$ cat config.mk
export PLATFORM = sky130hd
export DESIGN_NAME = gray_radial_fade_pixel_unit
export DESIGN_NICKNAME = d
export VERILOG_FILES = /design/src/rtl/grfp_pkg.sv /design/src/rtl/grfp_sqrt_cell.sv /design/src/rtl/grfp_div_cell.sv /design/src/rtl/gray_radial_fade_pixel_unit.sv
export SDC_FILE = /design/constraint.sdc
export NUM_CORES = 2
export LEC_CHECK = 0
export ABC_AREA = 1
export BUFFER_PORTS_ARGS = -buffer_cell sky130_fd_sc_hd__buf_2
export CORE_UTILIZATION = 45
export CTS_BUF_LIST = sky130_fd_sc_hd__clkbuf_8
export DETAILED_ROUTE_END_ITERATION = 10
export PLACE_DENSITY = 0.65
export SYNTH_ARGS = -nofsm -noshare
export SYNTH_HDL_FRONTEND = slang
export SYNTH_SLANG_ARGS = --single-unit
$ cat constraint.sdc
create_clock -name clk -period 5.4 [get_ports clk]
set_clock_uncertainty 0.05 [all_clocks]
set_input_delay 0.54 -clock clk [delete_from_list [all_inputs] [get_ports clk]]
set_output_delay 0.54 -clock clk [all_outputs]
set_load 0.02 [all_outputs]
$ cat src/rtl/grfp_pkg.sv
`default_nettype none

package grfp_pkg;

  localparam int COORD_BITS = 12;

  localparam int CH_W      = 8;
  localparam int SUM_W     = CH_W + 2;
  localparam int CX_W      = 12;
  localparam int RAD_W     = 13;
  localparam int CFG_IDX_W = 2;
  localparam int CFG_DAT_W = 13;
  localparam int FRAC_BITS = 8;

  // squared distance, then shifted up by two fraction-bit widths for the root
  localparam int SQR_W     = 2 * COORD_BITS;
  localparam int D2_W      = SQR_W + 1;
  localparam int V_W       = D2_W + 2 * FRAC_BITS;
  localparam int SQ_K      = (V_W + 1) / 2;
  localparam int SQ_V_W    = 2 * SQ_K;
  localparam int SQ_REM_W  = SQ_K + 2;

  localparam int RF_W      = RAD_W + FRAC_BITS;
  localparam int CMP_W     = (SQ_K > RF_W) ? SQ_K : RF_W;
  localparam int NUM_W     = SUM_W + RF_W;
  localparam int DEN_W     = RF_W + 2;
  localparam int Q_W       = CH_W;
  localparam int DSH_W     = DEN_W + Q_W - 1;

  // front stages (3) + root cells + scale stage (1) + divider cells
  localparam int PIPE_LAT  = 4 + SQ_K + Q_W;

  typedef enum logic [CFG_IDX_W-1:0] {
    REG_CENTER_X    = 2'd0,
    REG_CENTER_Y    = 2'd1,
    REG_FADE_RADIUS = 2'd2
  } cfg_reg_t;

  typedef struct packed {
    logic [SQ_REM_W-1:0] rem;
    logic [SQ_K-1:0]     root;
    logic [SQ_V_W-1:0]   rad;
    logic [SUM_W-1:0]    sum;
  } sq_data_t;

  typedef struct packed {
    logic [NUM_W-1:0] rem;
    logic [DSH_W-1:0] dsh;
    logic [Q_W-1:0]   quo;
  } div_data_t;

endpackage

`default_nettype wire

$ cat src/rtl/grfp_sqrt_cell.sv
`default_nettype none

module grfp_sqrt_cell (
  input  logic               clk,
  input  logic               rst_n,
  input  logic               in_valid,
  input  grfp_pkg::sq_data_t in_data,
  output logic               out_valid,
  output grfp_pkg::sq_data_t out_data
);
  import grfp_pkg::*;

  logic [SQ_REM_W+1:0] rem_sh;
  logic [SQ_REM_W+1:0] trial;
  logic                fits;
  sq_data_t            data_nxt;
  logic                valid_r;
  sq_data_t            data_r;

  always_comb begin
    // bring down the next two radicand bits, try root*4+1
    rem_sh        = {in_data.rem, in_data.rad[SQ_V_W-1 -: 2]};
    trial         = (SQ_REM_W + 2)'({in_data.root, 2'b01});
    fits          = (rem_sh >= trial);
    data_nxt.sum  = in_data.sum;
    data_nxt.rad  = {in_data.rad[SQ_V_W-3:0], 2'b00};
    if (fits) begin
      data_nxt.rem  = SQ_REM_W'(rem_sh - trial);
      data_nxt.root = {in_data.root[SQ_K-2:0], 1'b1};
    end else begin
      data_nxt.rem  = SQ_REM_W'(rem_sh);
      data_nxt.root = {in_data.root[SQ_K-2:0], 1'b0};
    end
  end

  always_ff @(posedge clk) begin
    if (!rst_n) begin
      valid_r <= 1'b0;
    end else begin
      valid_r <= in_valid;
    end
  end

  always_ff @(posedge clk) begin
    data_r <= data_nxt;
  end

  assign out_valid = valid_r;
  assign out_data  = data_r;

endmodule

`default_nettype wire

$ cat src/rtl/grfp_div_cell.sv
`default_nettype none

module grfp_div_cell (
  input  logic                clk,
  input  logic                rst_n,
  input  logic                in_valid,
  input  grfp_pkg::div_data_t in_data,
  output logic                out_valid,
  output grfp_pkg::div_data_t out_data
);
  import grfp_pkg::*;

  logic [NUM_W-1:0] dsh_ext;
  logic             fits;
  div_data_t        data_nxt;
  logic             valid_r;
  div_data_t        data_r;

  always_comb begin
    dsh_ext      = NUM_W'(in_data.dsh);
    fits         = (in_data.rem >= dsh_ext);
    // the divisor walks down one bit position per cell
    data_nxt.dsh = in_data.dsh >> 1;
    if (fits) begin
      data_nxt.rem = in_data.rem - dsh_ext;
      data_nxt.quo = {in_data.quo[Q_W-2:0], 1'b1};
    end else begin
      data_nxt.rem = in_data.rem;
      data_nxt.quo = {in_data.quo[Q_W-2:0], 1'b0};
    end
  end

  always_ff @(posedge clk) begin
    if (!rst_n) begin
      valid_r <= 1'b0;
    end else begin
      valid_r <= in_valid;
    end
  end

  always_ff @(posedge clk) begin
    data_r <= data_nxt;
  end

  assign out_valid = valid_r;
  assign out_data  = data_r;

endmodule

`default_nettype wire

$ cat src/rtl/gray_radial_fade_pixel_unit.sv
`default_nettype none

// Radial fade gray pixel unit. Takes one RGB pixel with its column and row on
// every clock cycle (busy never rises) and returns the faded gray value as a
// one-cycle out_valid strobe; the receiver cannot stall the unit. Each pixel
// passes the square-root chain (one cell per root bit, SQ_K = COORD_BITS+9
// cells) and the eight-cell divider chain that forms the 8-bit quotient.
// Pixels at or beyond the radius, and every pixel when the radius is zero,
// give 0. Write center and radius only while no pixel is in flight.
module gray_radial_fade_pixel_unit (
  input  logic                                clk,
  input  logic                                rst_n,
  input  logic                                start,
  output logic                                busy,
  input  logic [grfp_pkg::CH_W-1:0]           in_red,
  input  logic [grfp_pkg::CH_W-1:0]           in_green,
  input  logic [grfp_pkg::CH_W-1:0]           in_blue,
  input  logic [grfp_pkg::COORD_BITS-1:0]     in_pos_x,
  input  logic [grfp_pkg::COORD_BITS-1:0]     in_pos_y,
  output logic                                out_valid,
  output logic [grfp_pkg::CH_W-1:0]           out_gray,
  input  logic                                cfg_valid,
  output logic                                cfg_ready,
  input  logic [grfp_pkg::CFG_IDX_W-1:0]      cfg_index,
  input  logic [grfp_pkg::CFG_DAT_W-1:0]      cfg_data
);
  import grfp_pkg::*;

  // configuration
  logic [CX_W-1:0]  center_x_r, center_x_nxt;
  logic [CX_W-1:0]  center_y_r, center_y_nxt;
  logic [RAD_W-1:0] fade_radius_r, fade_radius_nxt;
  logic             cfg_write;

  // front stages
  logic                  in_accept;
  logic [COORD_BITS-1:0] cx, cy;
  logic                  a_valid_r;
  logic [COORD_BITS-1:0] a_dx_r, a_dx_nxt;
  logic [COORD_BITS-1:0] a_dy_r, a_dy_nxt;
  logic [SUM_W-1:0]      a_sum_r, a_sum_nxt;
  logic                  b_valid_r;
  logic [SQR_W-1:0]      b_dx2_r, b_dx2_nxt;
  logic [SQR_W-1:0]      b_dy2_r, b_dy2_nxt;
  logic [SUM_W-1:0]      b_sum_r;
  logic                  c_valid_r;
  logic [D2_W-1:0]       c_d2_r, c_d2_nxt;
  logic [SUM_W-1:0]      c_sum_r;

  // cell chains
  logic      sq_valid [SQ_K+1];
  sq_data_t  sq_data  [SQ_K+1];
  logic      dv_valid [Q_W+1];
  div_data_t dv_data  [Q_W+1];

  // scale stage
  logic [SQ_K-1:0]  root;
  logic [RF_W-1:0]  rfix;
  logic [DEN_W-1:0] den;
  logic             in_fade;
  logic [RF_W-1:0]  fade;
  logic             m_valid_r;
  div_data_t        m_data_r, m_data_nxt;

  assign cfg_ready = 1'b1;
  assign cfg_write = cfg_valid & cfg_ready;
  assign busy      = 1'b0;
  assign in_accept = start & ~busy;

  always_comb begin
    center_x_nxt    = center_x_r;
    center_y_nxt    = center_y_r;
    fade_radius_nxt = fade_radius_r;
    if (cfg_write) begin
      case (cfg_index)
        REG_CENTER_X:    center_x_nxt    = cfg_data[CX_W-1:0];
        REG_CENTER_Y:    center_y_nxt    = cfg_data[CX_W-1:0];
        REG_FADE_RADIUS: fade_radius_nxt = cfg_data[RAD_W-1:0];
        default:         ;
      endcase
    end
  end

  always_ff @(posedge clk) begin
    if (!rst_n) begin
      center_x_r    <= '0;
      center_y_r    <= '0;
      fade_radius_r <= RAD_W'(1);
    end else begin
      center_x_r    <= center_x_nxt;
      center_y_r    <= center_y_nxt;
      fade_radius_r <= fade_radius_nxt;
    end
  end

  // stage A: channel sum and distance per axis
  always_comb begin
    cx        = COORD_BITS'(center_x_r);
    cy        = COORD_BITS'(center_y_r);
    a_dx_nxt  = (in_pos_x >= cx) ? (in_pos_x - cx) : (cx - in_pos_x);
    a_dy_nxt  = (in_pos_y >= cy) ? (in_pos_y - cy) : (cy - in_pos_y);
    a_sum_nxt = SUM_W'(in_red) + SUM_W'(in_green) + SUM_W'(in_blue);
  end

  // stage B: squares; stage C: squared distance
  always_comb begin
    b_dx2_nxt = SQR_W'(a_dx_r) * SQR_W'(a_dx_r);
    b_dy2_nxt = SQR_W'(a_dy_r) * SQR_W'(a_dy_r);
    c_d2_nxt  = D2_W'(b_dx2_r) + D2_W'(b_dy2_r);
  end

  always_ff @(posedge clk) begin
    if (!rst_n) begin
      a_valid_r <= 1'b0;
      b_valid_r <= 1'b0;
      c_valid_r <= 1'b0;
    end else begin
      a_valid_r <= in_accept;
      b_valid_r <= a_valid_r;
      c_valid_r <= b_valid_r;
    end
  end

  always_ff @(posedge clk) begin
    a_dx_r  <= a_dx_nxt;
    a_dy_r  <= a_dy_nxt;
    a_sum_r <= a_sum_nxt;
    b_dx2_r <= b_dx2_nxt;
    b_dy2_r <= b_dy2_nxt;
    b_sum_r <= a_sum_r;
    c_d2_r  <= c_d2_nxt;
    c_sum_r <= b_sum_r;
  end

  // square root of d2 * 2^16, one root bit per cell
  assign sq_valid[0]     = c_valid_r;
  assign sq_data[0].rem  = '0;
  assign sq_data[0].root = '0;
  assign sq_data[0].rad  = SQ_V_W'({c_d2_r, {(2 * FRAC_BITS){1'b0}}});
  assign sq_data[0].sum  = c_sum_r;

  for (genvar i = 0; i < SQ_K; i++) begin : g_sqrt
    grfp_sqrt_cell u_cell (
      .clk       (clk),
      .rst_n     (rst_n),
      .in_valid  (sq_valid[i]),
      .in_data   (sq_data[i]),
      .out_valid (sq_valid[i+1]),
      .out_data  (sq_data[i+1])
    );
  end

  // scale stage: numerator sum*(rfix - s), divisor 3*rfix aligned to the top quotient bit
  always_comb begin
    root    = sq_data[SQ_K].root;
    rfix    = {fade_radius_r, {FRAC_BITS{1'b0}}};
    den     = DEN_W'(rfix) + DEN_W'({rfix, 1'b0});
    in_fade = (CMP_W'(root) < CMP_W'(rfix));
    fade    = RF_W'(CMP_W'(rfix) - CMP_W'(root));
    m_data_nxt.quo = '0;
    if (in_fade) begin
      m_data_nxt.rem = NUM_W'(sq_data[SQ_K].sum) * NUM_W'(fade);
      m_data_nxt.dsh = {den, {(Q_W - 1){1'b0}}};
    end else begin
      // force a zero quotient, also for a zero radius
      m_data_nxt.rem = '0;
      m_data_nxt.dsh = '1;
    end
  end

  always_ff @(posedge clk) begin
    if (!rst_n) begin
      m_valid_r <= 1'b0;
    end else begin
      m_valid_r <= sq_valid[SQ_K];
    end
  end

  always_ff @(posedge clk) begin
    m_data_r <= m_data_nxt;
  end

  // restoring division, one quotient bit per cell
  assign dv_valid[0] = m_valid_r;
  assign dv_data[0]  = m_data_r;

  for (genvar j = 0; j < Q_W; j++) begin : g_div
    grfp_div_cell u_cell (
      .clk       (clk),
      .rst_n     (rst_n),
      .in_valid  (dv_valid[j]),
      .in_data   (dv_data[j]),
      .out_valid (dv_valid[j+1]),
      .out_data  (dv_data[j+1])
    );
  end

  assign out_valid = dv_valid[Q_W];
  assign out_gray  = dv_data[Q_W].quo;

  a_fixed_latency: assert property (@(posedge clk) disable iff (!rst_n)
    in_accept |-> ##PIPE_LAT out_valid)
    else $error("accepted pixel did not come out after the pipeline latency");

  a_no_spurious: assert property (@(posedge clk) disable iff (!rst_n)
    out_valid |-> $past(in_accept, PIPE_LAT))
    else $error("result strobe without a matching accepted pixel");

  a_outside_zero: assert property (@(posedge clk) disable iff (!rst_n)
    (m_valid_r && (m_data_r.rem == '0)) |-> ##Q_W (out_gray == '0))
    else $error("pixel outside the radius gave a nonzero gray value");

endmodule

`default_nettype wire

* Yosys cells after proc, flatten, opt, wreduce, memory -nomap -nowiden
Index checks and enable logic that the tools add are counted.
Storage, ports and cells: input port bits 67, word-level logic and storage cells 267, bits in registers 1939
Cells by class: $add $sub $neg 36, reductions and logical operators 4, $mul 3, eq/ne operators 2, muxes and demuxes 39, magnitude comparators 32
Operators with widths (count):
- 44-bit two-way mux | 19
- 25-bit by 23-bit greater-or-equal comparator with 1-bit output | 20
- 23-bit subtractor | 19
- 31-bit two-way mux | 7
- 12-bit by 12-bit multiplier with 24-bit output | 2
- 12-bit subtractor | 4
- 31-bit by 23-bit greater-or-equal comparator with 1-bit output | 1
- 31-bit by 24-bit greater-or-equal comparator with 1-bit output | 1
- 31-bit by 25-bit greater-or-equal comparator with 1-bit output | 1
- 31-bit by 26-bit greater-or-equal comparator with 1-bit output | 1
- 31-bit by 27-bit greater-or-equal comparator with 1-bit output | 1
- 31-bit by 28-bit greater-or-equal comparator with 1-bit output | 1
- 31-bit by 29-bit greater-or-equal comparator with 1-bit output | 1
- 31-bit by 30-bit greater-or-equal comparator with 1-bit output | 1
- 10-bit by 21-bit multiplier with 31-bit output | 1
- 31-bit by 24-bit subtractor with 31-bit output | 1
- 31-bit by 25-bit subtractor with 31-bit output | 1
- 31-bit by 26-bit subtractor with 31-bit output | 1
- 31-bit by 27-bit subtractor with 31-bit output | 1
- 31-bit by 28-bit subtractor with 31-bit output | 1
- 31-bit by 29-bit subtractor with 31-bit output | 1
- 31-bit by 30-bit subtractor with 31-bit output | 1
- 24-bit by 24-bit adder with 25-bit output | 1
- 12-bit greater-or-equal comparator | 2
- 15 further kinds | 26

* Logic depth before layout (Yosys ltp)
depth in word-level cells 2, mapped depth 32, depth with buffers taken out 32

* Hierarchy
A second synthesis with hierarchy kept.
Second synthesis, totals: cell total of the unflattened synthesis 20735, area total of the unflattened synthesis 146336.6 µm²
By module, submodules not included:
- grfp_sqrt_cell (g_sqrt[17].u_cell ...) | seq. area each 1901.8 µm², cells an instance 554, area an instance 4111.4 µm², times used 13
- grfp_div_cell | seq. area each 1381.3 µm², cells an instance 702, area an instance 4271.6 µm², times used 8
- grfp_sqrt_cell (g_sqrt[0].u_cell ...) | seq. area each 1901.8 µm², cells an instance 555, area an instance 4082.7 µm², times used 8
- gray_radial_fade_pixel_unit | seq. area each 4284.1 µm², cells an instance 3477, area an instance 26053.7 µm², times used 1

* Worst setup path before layout
OpenSTA, ideal clock, no wires.
path kind register -> register, start register fade_radius_r[5], end register m_data_r (netlist bit dv_data[619]), cell stages (with the launch flop) 25, slack -0.169 ns, clock period less this slack 5.569 ns, required time 5.235 ns, buffers on the path 0, setup time 0.115 ns, arrival time 5.404 ns, cells stage by stage dfxtp_1 -> ha_1 -> nand2_1 -> nor2_1 -> nand2_1 -> nand3_1 -> o21bai_1 -> or2_2 -> nand2_1 -> nor2_1 -> fa_1 -> fa_1 -> fa_1 -> fa_1 -> inv_1 -> fa_1 -> inv_1 -> ha_1 -> nand2_1 -> nor2_1 -> inv_1 -> nor3_1 -> nand2_1 -> a21oi_1 -> nor2_1
On the way: word-level cells in the longest chain between the ends 2, elaborated cells on any way between the ends 3, those cells by class add/sub (1); mul (1); order compare (1)
Ends and longest elaborated chain:
- start, declared | line gray_radial_fade_pixel_unit.sv:32 | logic [RAD_W-1:0] fade_radius_r, fade_radius_nxt;
- start signal, assigned | line gray_radial_fade_pixel_unit.sv:92 | fade_radius_r <= fade_radius_nxt;
- 21-bit subtractor | line gray_radial_fade_pixel_unit.sv:159 | fade = RF_W'(CMP_W'(rfix) - CMP_W'(root));
- 10-bit by 21-bit multiplier with 31-bit output | line gray_radial_fade_pixel_unit.sv:162 | m_data_nxt.rem = NUM_W'(sq_data[SQ_K].sum) * NUM_W'(fade);
- end signal, assigned | line gray_radial_fade_pixel_unit.sv:180 | m_data_r <= m_data_nxt;
- end, declared | line gray_radial_fade_pixel_unit.sv:63 | div_data_t m_data_r, m_data_nxt;
Several ways; a longest one is shown, not always the timed one. A chain may end at the register's enable or synchronous reset.

* Worst setup path in the final report
start register g_sqrt[20].u_cell.data_r (netlist bit g_sqrt[20].u_cell.out_data[62]), end register m_data_r (netlist bit dv_data[619])
On the way: word-level cells in the longest chain between the ends 2, elaborated cells on any way between the ends 3, those cells by class add/sub (1); mul (1); order compare (1)
Ends and longest elaborated chain:
- start, declared | line grfp_sqrt_cell.sv:18 | sq_data_t data_r;
- start signal, assigned | line grfp_sqrt_cell.sv:45 | data_r <= data_nxt;
- 21-bit subtractor | line gray_radial_fade_pixel_unit.sv:159
- 10-bit by 21-bit multiplier with 31-bit output | line gray_radial_fade_pixel_unit.sv:162
Several ways; a longest one is shown, not always the timed one.

==> run metrics <==
Worst Path Arrival=6.41 ns; layout cells sized above 1=0.0829; crit start category=register; Root Buffer=clkbuf_8; flip-flop and latch count after synthesis=approximately 1600; Placed Area=101000 µm²; status=complete, but fails checks; Pleak=around 60 nW; FILL cells=approximately 21000; Synth Instances=roughly 14000; kind of end point of the critical path=register; cell with the most instances after synthesis=nand2_1; Iter 0 DRT Violations=around 6100; initial core utilization=0.453; final hold viol count=0; largest cells by area after synthesis=dfxtp_1 (34%), nand2_1 (16%), inv_1 (9.6%); drt total wl=272000 µm; Final Cycle Share=1.03; mapped cell area=between 90000 and 100000 µm²; GRT Residual Overflow=0; largest net degree at the start of global routing=between 40 and 50; RSZ-0062 raised after global routing=yes; Total GRT Usage=0.249; ys async rst share=0; final-report max-slew violation count=0; clock sinks=1630; sequential area share after synthesis=0.340; CTS H-tree depth=5; failing checks=negative setup slack; area delta synth->final=13.2%; hold_ws=between 0.1 and 0.15 ns; Worst-path clk slew=~0.06 ns; crit path max fanout=6; Cell variety after synth=slightly below 60; DP HPWL=220000 µm; Post-synth top cells=nand2_1 (4191), inv_1 (2463), dfxtp_1 (1630); Max VDD drop=0.993 mV; post-route setup TNS=-1.52 ns; Hold Crit Class=in -> reg; first-pass GRT wire length=428000 µm; Clk Latency, worst-skew pair=1.07 ns; slowest CP cell=fa_1; chip height=roughly 460 µm; fin area=approximately 110000 µm²; Mapped Avg Cell Area=roughly 7 µm²; DR pass1 iterations=6; Post-synth EDFFs=0; total power=between 0.06 and 0.07 W; Synth area leader=dfxtp_1; Synth Warn #=0; pre-CTS setup slack=-0.522 ns; gpl congestion=a little under 1; TritonCTS Buffers=298; I/O Buffers=75; fin crit period=approximately 5.6 ns; vias in the first global route=79337; Core Region=about 210000 µm²; routed len/inst=between 15 and 20 µm; Final setup viols=16; Max Cap Viol=0; Max transition margin=0.267; chip width=around 460 µm; Rows=roughly 170; Avg Vias per Cell=approximately 5; Max Root-Sink Buffers=4; I/O Pins=about 80; Final ANT Viol Nets=0; CTS tree=yes; Vias=roughly 83000; # DRC=0; Required @ worst endpoint=about 6.2 ns; P per Cell Area=between 600 and 700 nW/µm²; net total in the final layout=15184; fmax=180 MHz; Synth top area share=0.340; Die ar.=between 200000 and 250000 µm²; critical path type=reg -> reg; Max stage delay on crit path=approximately 0.54 ns; initial antenna violation count=22; Main synth FF type=dfxtp_1; fin worst setup slack=-0.164 ns; worst slew pin tran=1.10 ns
==> stage by stage <==
stage,instances,util
3_3_place_gp,16504,0.475
3_5_place_dp,16504,0.475
6_report,17085,0.513
2_1_floorplan,13567,-
5_1_grt,17081,0.513
4_1_cts,17067,0.510
==> per-layer routing <==
metal,up-vias,global-route usage,part of all wire
met5,-,0,0.00027
met4,12,0.0717,0.025
met3,417,0.0387,0.061
met2,2091,0.394,0.44
met1,37623,0.349,0.48
li1,42825,-,-
==> timing repair <==
action                                 in CTS  in global routing
setup buffers                              13                 10
pin swaps                                 131                114
resized for setup                         221                135
setup endpoints to repair                  21                 27
hold buffers                               44                  0
endpoints found under the hold margin      59                  0
==> sequential cells by signal, summed over array words and instances (netlist names) <==
name / count
a_dx_r: 12
a_dy_r: 12
a_sum_r: 10
a_valid_r: 1
b_dx2_r: 23
b_dy2_r: 23
b_sum_r: 10
b_valid_r: 1
c_d2_r: 25
c_sum_r: 10
c_valid_r: 1
center_x_r: 12
center_y_r: 12
dv_data: 48
fade_radius_r: 13
g_div.u_cell.out_data: 371
g_div.u_cell.out_valid: 8
g_sqrt.u_cell.out_data: 1016
g_sqrt.u_cell.out_valid: 21
m_valid_r: 1
==> where the power goes <==
group	switching (W)	total [W]	internal [W]
Sequential	0.00275	0.0191	0.0163
Clock	0.00522	0.0122	0.00695
Combinational	0.0237	0.0377	0.0139
Total	0.0317	0.0689	0.0372
==> cells in the final DEF, fill, tap and decap left out, drive strengths merged, types with 8 or more instances in the layout <==
cell type,count
clkinv,49
a21o,28
ha,733
xnor2,158
and2,37
clkbuf,363
dfxtp,1630
nor4,16
clkinvlp,22
o21bai,35
nand3,746
o21ai,438
o211ai,10
buf,305
inv,2543
diode,8
and3,13
or2,43
nand2,4210
fa,334
a21boi,15
nor3,127
bufinv,18
nand4,162
nand3b,94
dlygate4sd3,44
a21oi,643
nor2,1143
o21a,16
a31oi,8
xor2,251
==> critical path, delay by kind of cell (launching register included) <==
kind	cells	cell delay (ns)
xor gates and xnor gates	1	0.15
AOI/OAI and AO/OA	3	0.54
adders and majority gates	7	3.09
DFF	1	0.32
buffers and inverters	7	0.49
and+or+nand+nor	9	0.77
==> cell type report <==
class	instances	area (µm²)	share of cell area
Antenna cell	8	20.0	0.000184
Sequential cell	1630	32600	0.300
Tap cell	2821	3530	0.0324
Clock buffer	363	5000	0.0459
Timing Repair Buffer	349	2590	0.0238
Multi-Input combinational cell	9282	54500	0.501
Clock inverter	143	1170	0.0108
Inverter	2489	9370	0.0861
==> cell families (layout without fill, tap and decap cells) <==
family / after synthesis / after routing / synth area share
buffers and inverters: 2655 / 3344 / 0.108
AND/OR/NAND/NOR: 6600 / 6600 / 0.283
other: 2 / 11 / 0.0000781
adder cells (fa/ha/maj): 1067 / 1067 / 0.165
multiplexers: 1 / 1 / 0.000117
AO/OA/AOI/OAI: 1202 / 1202 / 0.0674
XOR/XNOR: 409 / 409 / 0.0374
flip-flops: 1630 / 1630 / 0.340
==> final timing paths <==
kind                                   from                             to  slack (ns)  depth (start not counted)
min reg2reg   g_sqrt[15].u_cell.out_data[4]  g_sqrt[16].u_cell.out_data[4]        0.21                          0
max          g_sqrt[20].u_cell.out_data[62]                   dv_data[619]       -0.16                         27
max reg2reg  g_sqrt[20].u_cell.out_data[62]                   dv_data[619]       -0.16                         27
min                             in_pos_x[3]                      a_dx_r[3]        0.11                          6
(Power assumes the default switching activity.)
